$ cat config.mk
export PLATFORM = sky130hd
export DESIGN_NAME = settled_entry_eviction_budget_unit
export DESIGN_NICKNAME = d
export VERILOG_FILES = /design/src/design/sebu_pkg.sv /design/src/design/settled_entry_eviction_budget_unit.sv /design/src/design/sebu_front.sv /design/src/design/sebu_rq.sv /design/src/design/sebu_back.sv
export SDC_FILE = /design/constraint.sdc
export NUM_CORES = 2
export LEC_CHECK = 0
export BUFFER_PORTS_ARGS = -buffer_cell sky130_fd_sc_hd__buf_2
export CAP_MARGIN = 40
export CORE_MARGIN = 3
export CORE_UTILIZATION = 40
export DETAILED_ROUTE_END_ITERATION = 7
export PLACE_DENSITY = 0.67
export SYNTH_ARGS = -nofsm -noshare
export SYNTH_HDL_FRONTEND = slang
export SYNTH_HIERARCHICAL = 1
export SYNTH_SLANG_ARGS = --single-unit
export TNS_END_PERCENT = 1
$ cat constraint.sdc
create_clock -name clk -period 11.8 [get_ports clk]
set_clock_uncertainty 0.15 [all_clocks]
set_input_delay 0.59 -clock clk [delete_from_list [all_inputs] [get_ports clk]]
set_output_delay 0.59 -clock clk [all_outputs]
set_load 0.01 [all_outputs]
$ cat src/design/sebu_pkg.sv
package sebu_pkg;

    localparam int ROSTER_DEPTH = 16;
    localparam int IDX_W        = $clog2(ROSTER_DEPTH);
    localparam int FILL_W       = $clog2(ROSTER_DEPTH + 1);
    // scan counter runs two past the fill to drain the score pipeline
    localparam int SCAN_W       = FILL_W + 1;
    localparam int MAX_RESULTS  = 32;
    localparam int NRES_W       = $clog2(MAX_RESULTS + 1);
    localparam int CQ_DEPTH     = 2;
    localparam int CQ_PTR_W     = $clog2(CQ_DEPTH);
    localparam int CQ_CNT_W     = $clog2(CQ_DEPTH + 1);
    localparam int RQ_DEPTH     = 4;
    localparam int RQ_PTR_W     = $clog2(RQ_DEPTH);
    localparam int RQ_CNT_W     = $clog2(RQ_DEPTH + 1);
    localparam int SCORE_W      = 48;

    localparam logic [31:0] FREEZE_DELAY_RST = 32'd300;
    localparam logic [4:0]  MAX_LIVE_RST     = 5'd16;
    localparam logic [4:0]  MAX_VISUAL_RST   = 5'd0;

    typedef enum logic [1:0] {
        CMD_SPAWN   = 2'd0,
        CMD_SETTLE  = 2'd1,
        CMD_ENFORCE = 2'd2,
        CMD_NOP     = 2'd3
    } cmd_t;

    typedef enum logic [1:0] {
        PH_FALLING = 2'd0,
        PH_SETTLED = 2'd1,
        PH_FROZEN  = 2'd2,
        PH_RETIRED = 2'd3
    } phase_t;

    typedef enum logic [2:0] {
        K_SPAWNED  = 3'd0,
        K_REJECTED = 3'd1,
        K_FROZEN   = 3'd2,
        K_RETIRED  = 3'd3,
        K_DONE     = 3'd4
    } kind_t;

    typedef enum logic [1:0] {
        REG_FREEZE_DELAY = 2'd0,
        REG_MAX_LIVE     = 2'd1,
        REG_MAX_VISUAL   = 2'd2
    } reg_idx_t;

    typedef enum logic [3:0] {
        ST_IDLE,
        ST_DECODE,
        ST_SETTLE,
        ST_FREEZE,
        ST_LIVE,
        ST_SCORE,
        ST_RETIRE_SETUP,
        ST_RETIRE,
        ST_FINISH
    } state_t;

    typedef struct packed {
        logic [31:0] freeze_delay;
        logic [4:0]  max_live;
        logic [4:0]  max_visual;
    } cfg_t;

    typedef struct packed {
        cmd_t        cmd;
        logic [3:0]  entry_index;
        logic [15:0] entry_size;
        logic [31:0] now_tick;
    } item_t;

    typedef struct packed {
        kind_t      kind;
        logic [3:0] slot;
        logic       last;
    } res_t;

endpackage

$ cat src/design/settled_entry_eviction_budget_unit.sv
// channel   | handshake          | payload
// ----------+--------------------+----------------------------------------
// request   | push / full        | cmd, entry_index, entry_size, now_tick
// result    | empty / pop        | kind, slot, last
// config    | cfg_wr_en          | cfg_index, cfg_wdata
//
// once the back end takes a request, spawn runs decode and finish, settle runs
// decode, settle and finish; enforce walks the roster once for the age freeze
// and, unless max_visual is zero, once for the retire, one entry a cycle while
// no result stalls; a live-cap freeze adds a live check and a 16x32 score scan.
// reset clears the roster fill and all queues; entry contents need no clear.
// a two-deep request queue accepts while the back end works; a full result
// queue stalls the back end at its next result.
module settled_entry_eviction_budget_unit (
    input  logic        clk,
    input  logic        rst_n,
    input  logic        push,
    output logic        full,
    input  logic [1:0]  cmd,
    input  logic [3:0]  entry_index,
    input  logic [15:0] entry_size,
    input  logic [31:0] now_tick,
    output logic        empty,
    input  logic        pop,
    output logic [2:0]  kind,
    output logic [3:0]  slot,
    output logic        last,
    input  logic        cfg_wr_en,
    input  logic [1:0]  cfg_index,
    input  logic [31:0] cfg_wdata
);

    sebu_pkg::cfg_t   cfg_reg;
    sebu_pkg::item_t  cq_item;
    logic             cq_avail;
    logic             cq_take;
    sebu_pkg::res_t   rq_din;
    sebu_pkg::res_t   rq_dout;
    logic             rq_wr;
    logic             rq_full;

    // configuration registers
    always_ff @(posedge clk or negedge rst_n)
    begin
        if (!rst_n)
        begin
            cfg_reg.freeze_delay <= sebu_pkg::FREEZE_DELAY_RST;
            cfg_reg.max_live     <= sebu_pkg::MAX_LIVE_RST;
            cfg_reg.max_visual   <= sebu_pkg::MAX_VISUAL_RST;
        end
        else if (cfg_wr_en)
        begin
            unique case (sebu_pkg::reg_idx_t'(cfg_index))
                sebu_pkg::REG_FREEZE_DELAY: cfg_reg.freeze_delay <= cfg_wdata;
                sebu_pkg::REG_MAX_LIVE:     cfg_reg.max_live     <= cfg_wdata[4:0];
                sebu_pkg::REG_MAX_VISUAL:   cfg_reg.max_visual   <= cfg_wdata[4:0];
                default:
                begin
                end
            endcase
        end
    end

    sebu_front u_front (
        .clk         (clk),
        .rst_n       (rst_n),
        .push        (push),
        .full        (full),
        .cmd         (cmd),
        .entry_index (entry_index),
        .entry_size  (entry_size),
        .now_tick    (now_tick),
        .take        (cq_take),
        .avail       (cq_avail),
        .item        (cq_item)
    );

    sebu_back u_back (
        .clk     (clk),
        .rst_n   (rst_n),
        .cfg     (cfg_reg),
        .avail   (cq_avail),
        .item    (cq_item),
        .take    (cq_take),
        .rq_wr   (rq_wr),
        .rq_din  (rq_din),
        .rq_full (rq_full)
    );

    sebu_rq u_rq (
        .clk     (clk),
        .rst_n   (rst_n),
        .wr      (rq_wr),
        .din     (rq_din),
        .rq_full (rq_full),
        .pop     (pop),
        .empty   (empty),
        .dout    (rq_dout)
    );

    assign kind = rq_dout.kind;
    assign slot = rq_dout.slot;
    assign last = rq_dout.last;

endmodule

$ cat src/design/sebu_front.sv
module sebu_front (
    input  logic                   clk,
    input  logic                   rst_n,
    input  logic                   push,
    output logic                   full,
    input  logic [1:0]             cmd,
    input  logic [3:0]             entry_index,
    input  logic [15:0]            entry_size,
    input  logic [31:0]            now_tick,
    input  logic                   take,
    output logic                   avail,
    output sebu_pkg::item_t        item
);

    sebu_pkg::item_t                   slot_reg [sebu_pkg::CQ_DEPTH];
    logic [sebu_pkg::CQ_PTR_W-1:0]     rd_ptr_reg, rd_ptr_next;
    logic [sebu_pkg::CQ_PTR_W-1:0]     wr_ptr_reg, wr_ptr_next;
    logic [sebu_pkg::CQ_CNT_W-1:0]     cnt_reg, cnt_next;
    sebu_pkg::item_t                   in_item;
    logic                              do_push;
    logic                              do_pop;

    // classify the incoming request
    always_comb
    begin
        in_item.cmd         = sebu_pkg::cmd_t'(cmd);
        in_item.entry_index = entry_index;
        in_item.entry_size  = entry_size;
        in_item.now_tick    = now_tick;
    end

    assign full    = (cnt_reg == sebu_pkg::CQ_CNT_W'(sebu_pkg::CQ_DEPTH));
    assign avail   = (cnt_reg != '0);
    assign item    = slot_reg[rd_ptr_reg];
    assign do_push = push && !full;
    assign do_pop  = take && avail;

    // pointer and count update
    always_comb
    begin
        rd_ptr_next = rd_ptr_reg;
        wr_ptr_next = wr_ptr_reg;
        cnt_next    = cnt_reg;
        if (do_push)
        begin
            wr_ptr_next = wr_ptr_reg + 1'b1;
        end
        if (do_pop)
        begin
            rd_ptr_next = rd_ptr_reg + 1'b1;
        end
        if (do_push && !do_pop)
        begin
            cnt_next = cnt_reg + 1'b1;
        end
        else if (!do_push && do_pop)
        begin
            cnt_next = cnt_reg - 1'b1;
        end
    end

    always_ff @(posedge clk or negedge rst_n)
    begin
        if (!rst_n)
        begin
            rd_ptr_reg <= '0;
            wr_ptr_reg <= '0;
            cnt_reg    <= '0;
        end
        else
        begin
            rd_ptr_reg <= rd_ptr_next;
            wr_ptr_reg <= wr_ptr_next;
            cnt_reg    <= cnt_next;
        end
    end

    // queue storage
    always_ff @(posedge clk)
    begin
        if (do_push)
        begin
            slot_reg[wr_ptr_reg] <= in_item;
        end
    end

endmodule

$ cat src/design/sebu_rq.sv
module sebu_rq (
    input  logic           clk,
    input  logic           rst_n,
    input  logic           wr,
    input  sebu_pkg::res_t din,
    output logic           rq_full,
    input  logic           pop,
    output logic           empty,
    output sebu_pkg::res_t dout
);

    sebu_pkg::res_t                    slot_reg [sebu_pkg::RQ_DEPTH];
    logic [sebu_pkg::RQ_PTR_W-1:0]     rd_ptr_reg, rd_ptr_next;
    logic [sebu_pkg::RQ_PTR_W-1:0]     wr_ptr_reg, wr_ptr_next;
    logic [sebu_pkg::RQ_CNT_W-1:0]     cnt_reg, cnt_next;
    logic                              do_wr;
    logic                              do_pop;

    assign rq_full = (cnt_reg == sebu_pkg::RQ_CNT_W'(sebu_pkg::RQ_DEPTH));
    assign empty   = (cnt_reg == '0);
    assign dout    = slot_reg[rd_ptr_reg];
    assign do_wr   = wr && !rq_full;
    assign do_pop  = pop && !empty;

    // pointer and count update
    always_comb
    begin
        rd_ptr_next = rd_ptr_reg;
        wr_ptr_next = wr_ptr_reg;
        cnt_next    = cnt_reg;
        if (do_wr)
        begin
            wr_ptr_next = wr_ptr_reg + 1'b1;
        end
        if (do_pop)
        begin
            rd_ptr_next = rd_ptr_reg + 1'b1;
        end
        if (do_wr && !do_pop)
        begin
            cnt_next = cnt_reg + 1'b1;
        end
        else if (!do_wr && do_pop)
        begin
            cnt_next = cnt_reg - 1'b1;
        end
    end

    always_ff @(posedge clk or negedge rst_n)
    begin
        if (!rst_n)
        begin
            rd_ptr_reg <= '0;
            wr_ptr_reg <= '0;
            cnt_reg    <= '0;
        end
        else
        begin
            rd_ptr_reg <= rd_ptr_next;
            wr_ptr_reg <= wr_ptr_next;
            cnt_reg    <= cnt_next;
        end
    end

    // result storage
    always_ff @(posedge clk)
    begin
        if (do_wr)
        begin
            slot_reg[wr_ptr_reg] <= din;
        end
    end

endmodule

$ cat src/design/sebu_back.sv
module sebu_back (
    input  logic             clk,
    input  logic             rst_n,
    input  sebu_pkg::cfg_t   cfg,
    input  logic             avail,
    input  sebu_pkg::item_t  item,
    output logic             take,
    output logic             rq_wr,
    output sebu_pkg::res_t   rq_din,
    input  logic             rq_full
);

    localparam logic [sebu_pkg::SCAN_W-1:0] SCAN_END_PAD = sebu_pkg::SCAN_W'(2);

    sebu_pkg::state_t                  state_reg, state_next;
    sebu_pkg::item_t                   item_reg, item_next;
    logic [sebu_pkg::SCAN_W-1:0]       i_reg, i_next;
    logic [sebu_pkg::NRES_W-1:0]       nres_reg, nres_next;
    logic [sebu_pkg::FILL_W-1:0]       fill_reg, fill_next;
    logic [sebu_pkg::FILL_W-1:0]       live_reg, live_next;
    logic [sebu_pkg::FILL_W-1:0]       vis_reg, vis_next;
    sebu_pkg::res_t                    pend_reg, pend_next;
    logic                              pend_v_reg, pend_v_next;

    // score pipeline
    logic                              p1_v_reg, p1_v_next;
    logic [31:0]                       p1_age_reg, p1_age_next;
    logic [15:0]                       p1_size_reg, p1_size_next;
    logic [sebu_pkg::IDX_W-1:0]        p1_idx_reg, p1_idx_next;
    logic                              p2_v_reg, p2_v_next;
    logic [sebu_pkg::SCORE_W-1:0]      p2_prod_reg, p2_prod_next;
    logic [sebu_pkg::IDX_W-1:0]        p2_idx_reg, p2_idx_next;
    logic                              found_reg, found_next;
    logic [sebu_pkg::SCORE_W-1:0]      best_reg, best_next;
    logic [sebu_pkg::IDX_W-1:0]        best_idx_reg, best_idx_next;

    // roster storage
    sebu_pkg::phase_t                  phase_reg [sebu_pkg::ROSTER_DEPTH];
    logic [31:0]                       settle_reg [sebu_pkg::ROSTER_DEPTH];
    logic [15:0]                       size_reg [sebu_pkg::ROSTER_DEPTH];

    logic                              ph_we;
    logic [sebu_pkg::IDX_W-1:0]        ph_addr;
    sebu_pkg::phase_t                  ph_val;
    logic                              st_we;
    logic [31:0]                       st_val;
    logic                              sz_we;
    logic [sebu_pkg::IDX_W-1:0]        data_addr;

    logic                              emit_en;
    sebu_pkg::res_t                    emit_res;
    logic                              emit_ok;
    logic [sebu_pkg::IDX_W-1:0]        cur;
    logic                              in_range;
    logic                              room;
    logic [31:0]                       cur_age;
    logic [sebu_pkg::SCAN_W-1:0]       fill_ext;

    assign cur      = i_reg[sebu_pkg::IDX_W-1:0];
    assign fill_ext = sebu_pkg::SCAN_W'(fill_reg);
    assign in_range = (i_reg < fill_ext);
    assign room     = (nres_reg < sebu_pkg::NRES_W'(sebu_pkg::MAX_RESULTS));
    assign cur_age  = item_reg.now_tick - settle_reg[cur];
    assign emit_ok  = !pend_v_reg || !rq_full;

    // sequencer
    always_comb
    begin
        state_next    = state_reg;
        item_next     = item_reg;
        i_next        = i_reg;
        nres_next     = nres_reg;
        fill_next     = fill_reg;
        live_next     = live_reg;
        vis_next      = vis_reg;
        pend_next     = pend_reg;
        pend_v_next   = pend_v_reg;
        p1_v_next     = 1'b0;
        p1_age_next   = p1_age_reg;
        p1_size_next  = p1_size_reg;
        p1_idx_next   = p1_idx_reg;
        p2_v_next     = p1_v_reg;
        p2_prod_next  = sebu_pkg::SCORE_W'(p1_size_reg) * sebu_pkg::SCORE_W'(p1_age_reg);
        p2_idx_next   = p1_idx_reg;
        found_next    = found_reg;
        best_next     = best_reg;
        best_idx_next = best_idx_reg;
        take          = 1'b0;
        rq_wr         = 1'b0;
        rq_din        = pend_reg;
        emit_en       = 1'b0;
        emit_res      = pend_reg;
        ph_we         = 1'b0;
        ph_addr       = cur;
        ph_val        = sebu_pkg::PH_FROZEN;
        st_we         = 1'b0;
        st_val        = item_reg.now_tick;
        sz_we         = 1'b0;
        data_addr     = cur;

        unique case (state_reg)
            sebu_pkg::ST_IDLE:
            begin
                if (avail)
                begin
                    take       = 1'b1;
                    item_next  = item;
                    state_next = sebu_pkg::ST_DECODE;
                end
            end
            sebu_pkg::ST_DECODE:
            begin
                unique case (item_reg.cmd)
                    sebu_pkg::CMD_SPAWN:
                    begin
                        if (fill_reg < sebu_pkg::FILL_W'(sebu_pkg::ROSTER_DEPTH))
                        begin
                            data_addr  = fill_reg[sebu_pkg::IDX_W-1:0];
                            ph_addr    = fill_reg[sebu_pkg::IDX_W-1:0];
                            ph_we      = 1'b1;
                            ph_val     = sebu_pkg::PH_FALLING;
                            st_we      = 1'b1;
                            st_val     = '0;
                            sz_we      = 1'b1;
                            fill_next  = fill_reg + 1'b1;
                            live_next  = live_reg + 1'b1;
                            vis_next   = vis_reg + 1'b1;
                            pend_next  = '{kind: sebu_pkg::K_SPAWNED,
                                           slot: 4'(fill_reg), last: 1'b0};
                        end
                        else
                        begin
                            pend_next  = '{kind: sebu_pkg::K_REJECTED,
                                           slot: '0, last: 1'b0};
                        end
                        pend_v_next = 1'b1;
                        state_next  = sebu_pkg::ST_FINISH;
                    end
                    sebu_pkg::CMD_SETTLE:
                    begin
                        i_next     = sebu_pkg::SCAN_W'(item_reg.entry_index);
                        state_next = sebu_pkg::ST_SETTLE;
                    end
                    sebu_pkg::CMD_ENFORCE:
                    begin
                        i_next     = '0;
                        nres_next  = '0;
                        state_next = sebu_pkg::ST_FREEZE;
                    end
                    default:
                    begin
                        state_next = sebu_pkg::ST_FINISH;
                    end
                endcase
            end
            sebu_pkg::ST_SETTLE:
            begin
                if (in_range && phase_reg[cur] == sebu_pkg::PH_FALLING)
                begin
                    ph_we  = 1'b1;
                    ph_val = sebu_pkg::PH_SETTLED;
                    st_we  = 1'b1;
                end
                state_next = sebu_pkg::ST_FINISH;
            end
            // freeze entries that have lingered long enough
            sebu_pkg::ST_FREEZE:
            begin
                if (!in_range || !room)
                begin
                    state_next = sebu_pkg::ST_LIVE;
                end
                else if (phase_reg[cur] == sebu_pkg::PH_SETTLED
                         && cur_age >= cfg.freeze_delay)
                begin
                    if (emit_ok)
                    begin
                        emit_en   = 1'b1;
                        emit_res  = '{kind: sebu_pkg::K_FROZEN, slot: 4'(cur), last: 1'b0};
                        ph_we     = 1'b1;
                        live_next = live_reg - 1'b1;
                        i_next    = i_reg + 1'b1;
                    end
                end
                else
                begin
                    i_next = i_reg + 1'b1;
                end
            end
            sebu_pkg::ST_LIVE:
            begin
                i_next     = '0;
                found_next = 1'b0;
                p2_v_next  = 1'b0;
                if (room && 32'(live_reg) > 32'(cfg.max_live))
                begin
                    state_next = sebu_pkg::ST_SCORE;
                end
                else
                begin
                    state_next = sebu_pkg::ST_RETIRE_SETUP;
                end
            end
            // one scan for the highest size times age
            sebu_pkg::ST_SCORE:
            begin
                if (in_range)
                begin
                    p1_v_next    = (phase_reg[cur] == sebu_pkg::PH_SETTLED);
                    p1_age_next  = cur_age;
                    p1_size_next = size_reg[cur];
                    p1_idx_next  = cur;
                end
                if (i_reg != fill_ext + SCAN_END_PAD)
                begin
                    i_next = i_reg + 1'b1;
                end
                if (p2_v_reg && (!found_reg || p2_prod_reg > best_reg))
                begin
                    found_next    = 1'b1;
                    best_next     = p2_prod_reg;
                    best_idx_next = p2_idx_reg;
                end
                if (i_reg == fill_ext + SCAN_END_PAD)
                begin
                    if (!found_reg)
                    begin
                        state_next = sebu_pkg::ST_RETIRE_SETUP;
                    end
                    else if (emit_ok)
                    begin
                        emit_en    = 1'b1;
                        emit_res   = '{kind: sebu_pkg::K_FROZEN,
                                       slot: 4'(best_idx_reg), last: 1'b0};
                        ph_we      = 1'b1;
                        ph_addr    = best_idx_reg;
                        live_next  = live_reg - 1'b1;
                        state_next = sebu_pkg::ST_LIVE;
                    end
                end
            end
            sebu_pkg::ST_RETIRE_SETUP:
            begin
                i_next = '0;
                if (cfg.max_visual == '0)
                begin
                    state_next = sebu_pkg::ST_FINISH;
                end
                else
                begin
                    state_next = sebu_pkg::ST_RETIRE;
                end
            end
            // retire lowest-index frozen entries in one pass
            sebu_pkg::ST_RETIRE:
            begin
                if (!in_range || !room || !(32'(vis_reg) > 32'(cfg.max_visual)))
                begin
                    state_next = sebu_pkg::ST_FINISH;
                end
                else if (phase_reg[cur] == sebu_pkg::PH_FROZEN)
                begin
                    if (emit_ok)
                    begin
                        emit_en  = 1'b1;
                        emit_res = '{kind: sebu_pkg::K_RETIRED, slot: 4'(cur), last: 1'b0};
                        ph_we    = 1'b1;
                        ph_val   = sebu_pkg::PH_RETIRED;
                        vis_next = vis_reg - 1'b1;
                        i_next   = i_reg + 1'b1;
                    end
                end
                else
                begin
                    i_next = i_reg + 1'b1;
                end
            end
            // final result carries the last flag
            sebu_pkg::ST_FINISH:
            begin
                if (!rq_full)
                begin
                    rq_wr = 1'b1;
                    if (pend_v_reg)
                    begin
                        rq_din = '{kind: pend_reg.kind, slot: pend_reg.slot, last: 1'b1};
                    end
                    else
                    begin
                        rq_din = '{kind: sebu_pkg::K_DONE, slot: '0, last: 1'b1};
                    end
                    pend_v_next = 1'b0;
                    state_next  = sebu_pkg::ST_IDLE;
                end
            end
            default:
            begin
                state_next = sebu_pkg::ST_IDLE;
            end
        endcase

        // a new result pushes the held one out
        if (emit_en)
        begin
            if (pend_v_reg)
            begin
                rq_wr  = 1'b1;
                rq_din = pend_reg;
            end
            pend_next   = emit_res;
            pend_v_next = 1'b1;
            nres_next   = nres_reg + 1'b1;
        end
    end

    always_ff @(posedge clk or negedge rst_n)
    begin
        if (!rst_n)
        begin
            state_reg  <= sebu_pkg::ST_IDLE;
            fill_reg   <= '0;
            live_reg   <= '0;
            vis_reg    <= '0;
            pend_v_reg <= 1'b0;
            p1_v_reg   <= 1'b0;
            p2_v_reg   <= 1'b0;
            found_reg  <= 1'b0;
            i_reg      <= '0;
            nres_reg   <= '0;
        end
        else
        begin
            state_reg  <= state_next;
            fill_reg   <= fill_next;
            live_reg   <= live_next;
            vis_reg    <= vis_next;
            pend_v_reg <= pend_v_next;
            p1_v_reg   <= p1_v_next;
            p2_v_reg   <= p2_v_next;
            found_reg  <= found_next;
            i_reg      <= i_next;
            nres_reg   <= nres_next;
        end
    end

    // payload registers
    always_ff @(posedge clk)
    begin
        item_reg     <= item_next;
        pend_reg     <= pend_next;
        p1_age_reg   <= p1_age_next;
        p1_size_reg  <= p1_size_next;
        p1_idx_reg   <= p1_idx_next;
        p2_prod_reg  <= p2_prod_next;
        p2_idx_reg   <= p2_idx_next;
        best_reg     <= best_next;
        best_idx_reg <= best_idx_next;
    end

    // roster writes
    always_ff @(posedge clk)
    begin
        if (ph_we)
        begin
            phase_reg[ph_addr] <= ph_val;
        end
        if (st_we)
        begin
            settle_reg[data_addr] <= st_val;
        end
        if (sz_we)
        begin
            size_reg[data_addr] <= item_reg.entry_size;
        end
    end

endmodule

==> results.sh <==
export IMPL_syn_area_per_cell_sq_um=14.8
export IMPL_setup_viol=0
export IMPL_ctsHtreeMaxLevel=4
export IMPL_fin_setup_tns_ns=0
export IMPL_dr_pass1_iters=5
export IMPL_grt_use_total_pct=18.7
export IMPL_final_nets=5502
export IMPL_layout_setup_ws_ns=3.24
export IMPL_final_util_pct=45.7
export IMPL_clk_root_buffer_cell="clkbuf_16"
export IMPL_drt_initial_drc_count=3418
export IMPL_required_ns=12.30
export IMPL_drive_gt1_share_pct=16.2
export IMPL_place_ws_ns=3.21
export IMPL_syn_inst=4489
export IMPL_portBuffers=102
export IMPL_fin_crit_sh_pct=72.6
export IMPL_r2r_slack_ns=3.24
export IMPL_async_flop_share_pct=7.07
export IMPL_status="complete, no violations"
export IMPL_crit_type="reg2reg"
export IMPL_timing_rr_start="u_back/i_reg[0]$_DFFE_PN0P_"
export IMPL_clock_sinks=1244
export IMPL_cts_inserted_buffers=132
export IMPL_met3_usage_pct=3.55
export IMPL_die_h_um=413
export IMPL_worstSetupStartpointType="flop"
export IMPL_synth_seq_area_share_pct=54.9
export IMPL_worst_pin_slew_ns=0.933
export IMPL_hold_start="u_back/p1_idx_reg[0]$_DFFE_PP_"
export IMPL_synthTopCellsByArea="edfxtp_1, fa_1, mux4_2"
export IMPL_syn_nets=5269
export IMPL_cp_slowest_cell="dfrtp_4"
export IMPL_wire_per_inst_um=22.4
export IMPL_die_w_um=413
export IMPL_finish_instance_area_sq_um=74800
export IMPL_slew_headroom_pct=37.5
export IMPL_cap_violations=0
export IMPL_slew_violations=0
export IMPL_syn_area_sq_um=66300
export IMPL_num_antenna_cells=0
export IMPL_post_cts_buffers=0
export IMPL_syn_to_final_growth_pct=12.8
export IMPL_antenna_left=0
export IMPL_grt_pass1_wl_um=241000
export IMPL_synth_cell_type_count=77
export IMPL_core_area_sq_um=164000
export IMPL_drc=0
export IMPL_rr_worst_depth=31
export IMPL_yosys_area_top_type="edfxtp_1"
export IMPL_max_freq_mhz=117
export IMPL_clk_latency_ns=0.78
export IMPL_nFillCells=14200
export IMPL_post_dp_cell_area_sq_um=69700
export IMPL_gp_congestion=0.859
export IMPL_crit_arrival_ns=9.06
export IMPL_grt_max_degree=97
export IMPL_rsz0062_at_grt="no"
export IMPL_holdPathStages=0
export IMPL_largest_reg_flops=512
export IMPL_fin_crit_ns=8.56
export IMPL_start_util_pct=40.5
export IMPL_synthTopCellsByCount="edfxtp_1, inv_1, nand2_1, fa_1, ha_1"
export IMPL_antenna_found_initial=2
export IMPL_path_max_fanout=71
export IMPL_die_area_sq_um=171000
export IMPL_hold_path_class="reg2reg"
export IMPL_holdPathEnd="u_back/p2_idx_reg[0]$_DFF_P_"
export IMPL_grt_pass1_vias=39600
export IMPL_num_vias=37500
export IMPL_yosys_warnings=6
export IMPL_drt_wl_total_um=157000
export IMPL_r2r_end="u_rq/cnt_reg[2]$_DFFE_PN0P_"
export IMPL_busiest_layer="met2"
export IMPL_final_hold_violation_count=0
export IMPL_via_per_inst=5.36
export IMPL_dp_hpwl_um=102000
export IMPL_critPathMostFrequentCell="o21ai_0"
export IMPL_grt_overflow_total=0
export IMPL_io_pins=103
export IMPL_post_cts_resized=0
export IMPL_clk_pin_slew_ns=0.06
export IMPL_use_met2_pct=30.9
export IMPL_cp_end_kind="flop"
export IMPL_synth_seq_cells=1244
export IMPL_synth_top_area_share_pct=50.0
export IMPL_cts_tree="yes"
export IMPL_fp_row_count=148
export IMPL_use_met1_pct=25.1
export IMPL_ys_flop_type="edfxtp_1"
export IMPL_synth_most_common_cell="edfxtp_1"
export IMPL_max_stage_delay_ns=0.64
export IMPL_clockBufferDepth=3
export IMPL_synth_edff_count=1104
-- metal layers --
layer / vias up / part of all wire (%) / routed length (um)
met1: 19400 / 41 / 64400
met4: 0 / 3.1 / 4790
met5: - / 0 / 0
li1: 16400 / - / -
met3: 292 / 7.0 / 11000
met2: 1435 / 49 / 76500
-- how the worst max path moves through the flow --
stage	startpoint	end	slack, ns	cells past startpoint
4_1_cts	u_back/i_reg[0]$_DFFE_PN0P_	u_rq/cnt_reg[2]$_DFFE_PN0P_	3.11	31
2_1_floorplan	u_back/i_reg[0]$_DFFE_PN0P_	u_rq/cnt_reg[2]$_DFFE_PN0P_	3.69	33
3_5_place_dp	u_back/i_reg[0]$_DFFE_PN0P_	u_rq/cnt_reg[2]$_DFFE_PN0P_	3.21	31
6_report	u_back/i_reg[0]$_DFFE_PN0P_	u_rq/cnt_reg[2]$_DFFE_PN0P_	3.24	31
3_3_place_gp	u_back/i_reg[0]$_DFFE_PN0P_	u_rq/cnt_reg[2]$_DFFE_PN0P_	2.80	31
5_1_grt	u_back/i_reg[0]$_DFFE_PN0P_	u_rq/cnt_reg[2]$_DFFE_PN0P_	2.58	31
-- layout make-up --
class                   instances  area, sq um  area share, %
multi-input cells            2504        27100           36.3
well taps                    2175         2720           3.64
inverters                     562         2110           2.82
clock buffers                 178         3600           4.81
repair buffers                278         2170           2.90
flip-flops and latches       1244        36400           48.7
clock inverters                59          661          0.883
-- worst max-delay path, delay by kind of cell, from the launching register on --
kind,cells,cell delay (ns)
flip-flops,1,0.64
buffers and inverters,2,0.55
AND/OR/NAND/NOR,7,1.25
multiplexers,2,1.07
AO/OA/AOI/OAI,12,2.55
adder cells (fa/ha/maj),5,1.68
XOR/XNOR,3,0.51
-- metrics by stage --
stage	cells	hold slack, ns
after CTS	6999	0.158
after global placement	6665	0.175
after detailed placement	6673	0.186
after global routing	7000	0.199
final	7000	0.197
after floorplan	4489	0.144
-- cell families (layout without fill, tap and decap cells) --
family | after synthesis | in the layout | share of synthesized area [%]
flops | 1244 | 1244 | 54.9
simple gates | 947 | 947 | 6.90
buf+inv | 741 | 1077 | 4.39
fa+ha+maj | 687 | 687 | 17.7
compound gates | 408 | 408 | 3.93
mux | 364 | 364 | 10.8
xor+xnor | 98 | 98 | 1.29
-- placed cells by master, fill, tap and decap left out, drive strengths merged, types with 19 or more instances in the layout --
cell / instances
dlygate4sd3: 89
xnor2: 65
mux2: 100
fa: 422
nand2: 435
nand2b: 19
a21oi: 106
dfrtp: 83
o21ai: 89
edfxtp: 1104
nand4: 20
clkbuf: 179
and2: 204
xor2: 33
dfxtp: 52
clkinv: 40
buf: 188
mux4: 258
o21a: 22
a21o: 81
ha: 265
nor2b: 37
nor3: 32
nand3: 40
inv: 570
nor2: 99
-- repair_timing --
item,CTS,global route
hold endpoints to repair,196,0
hold buffers,89,0
endpoints found under the setup margin,0,0
Power is not shown: default switching activity piles up to over one toggle a cycle in this logic, so the estimate is an artifact.
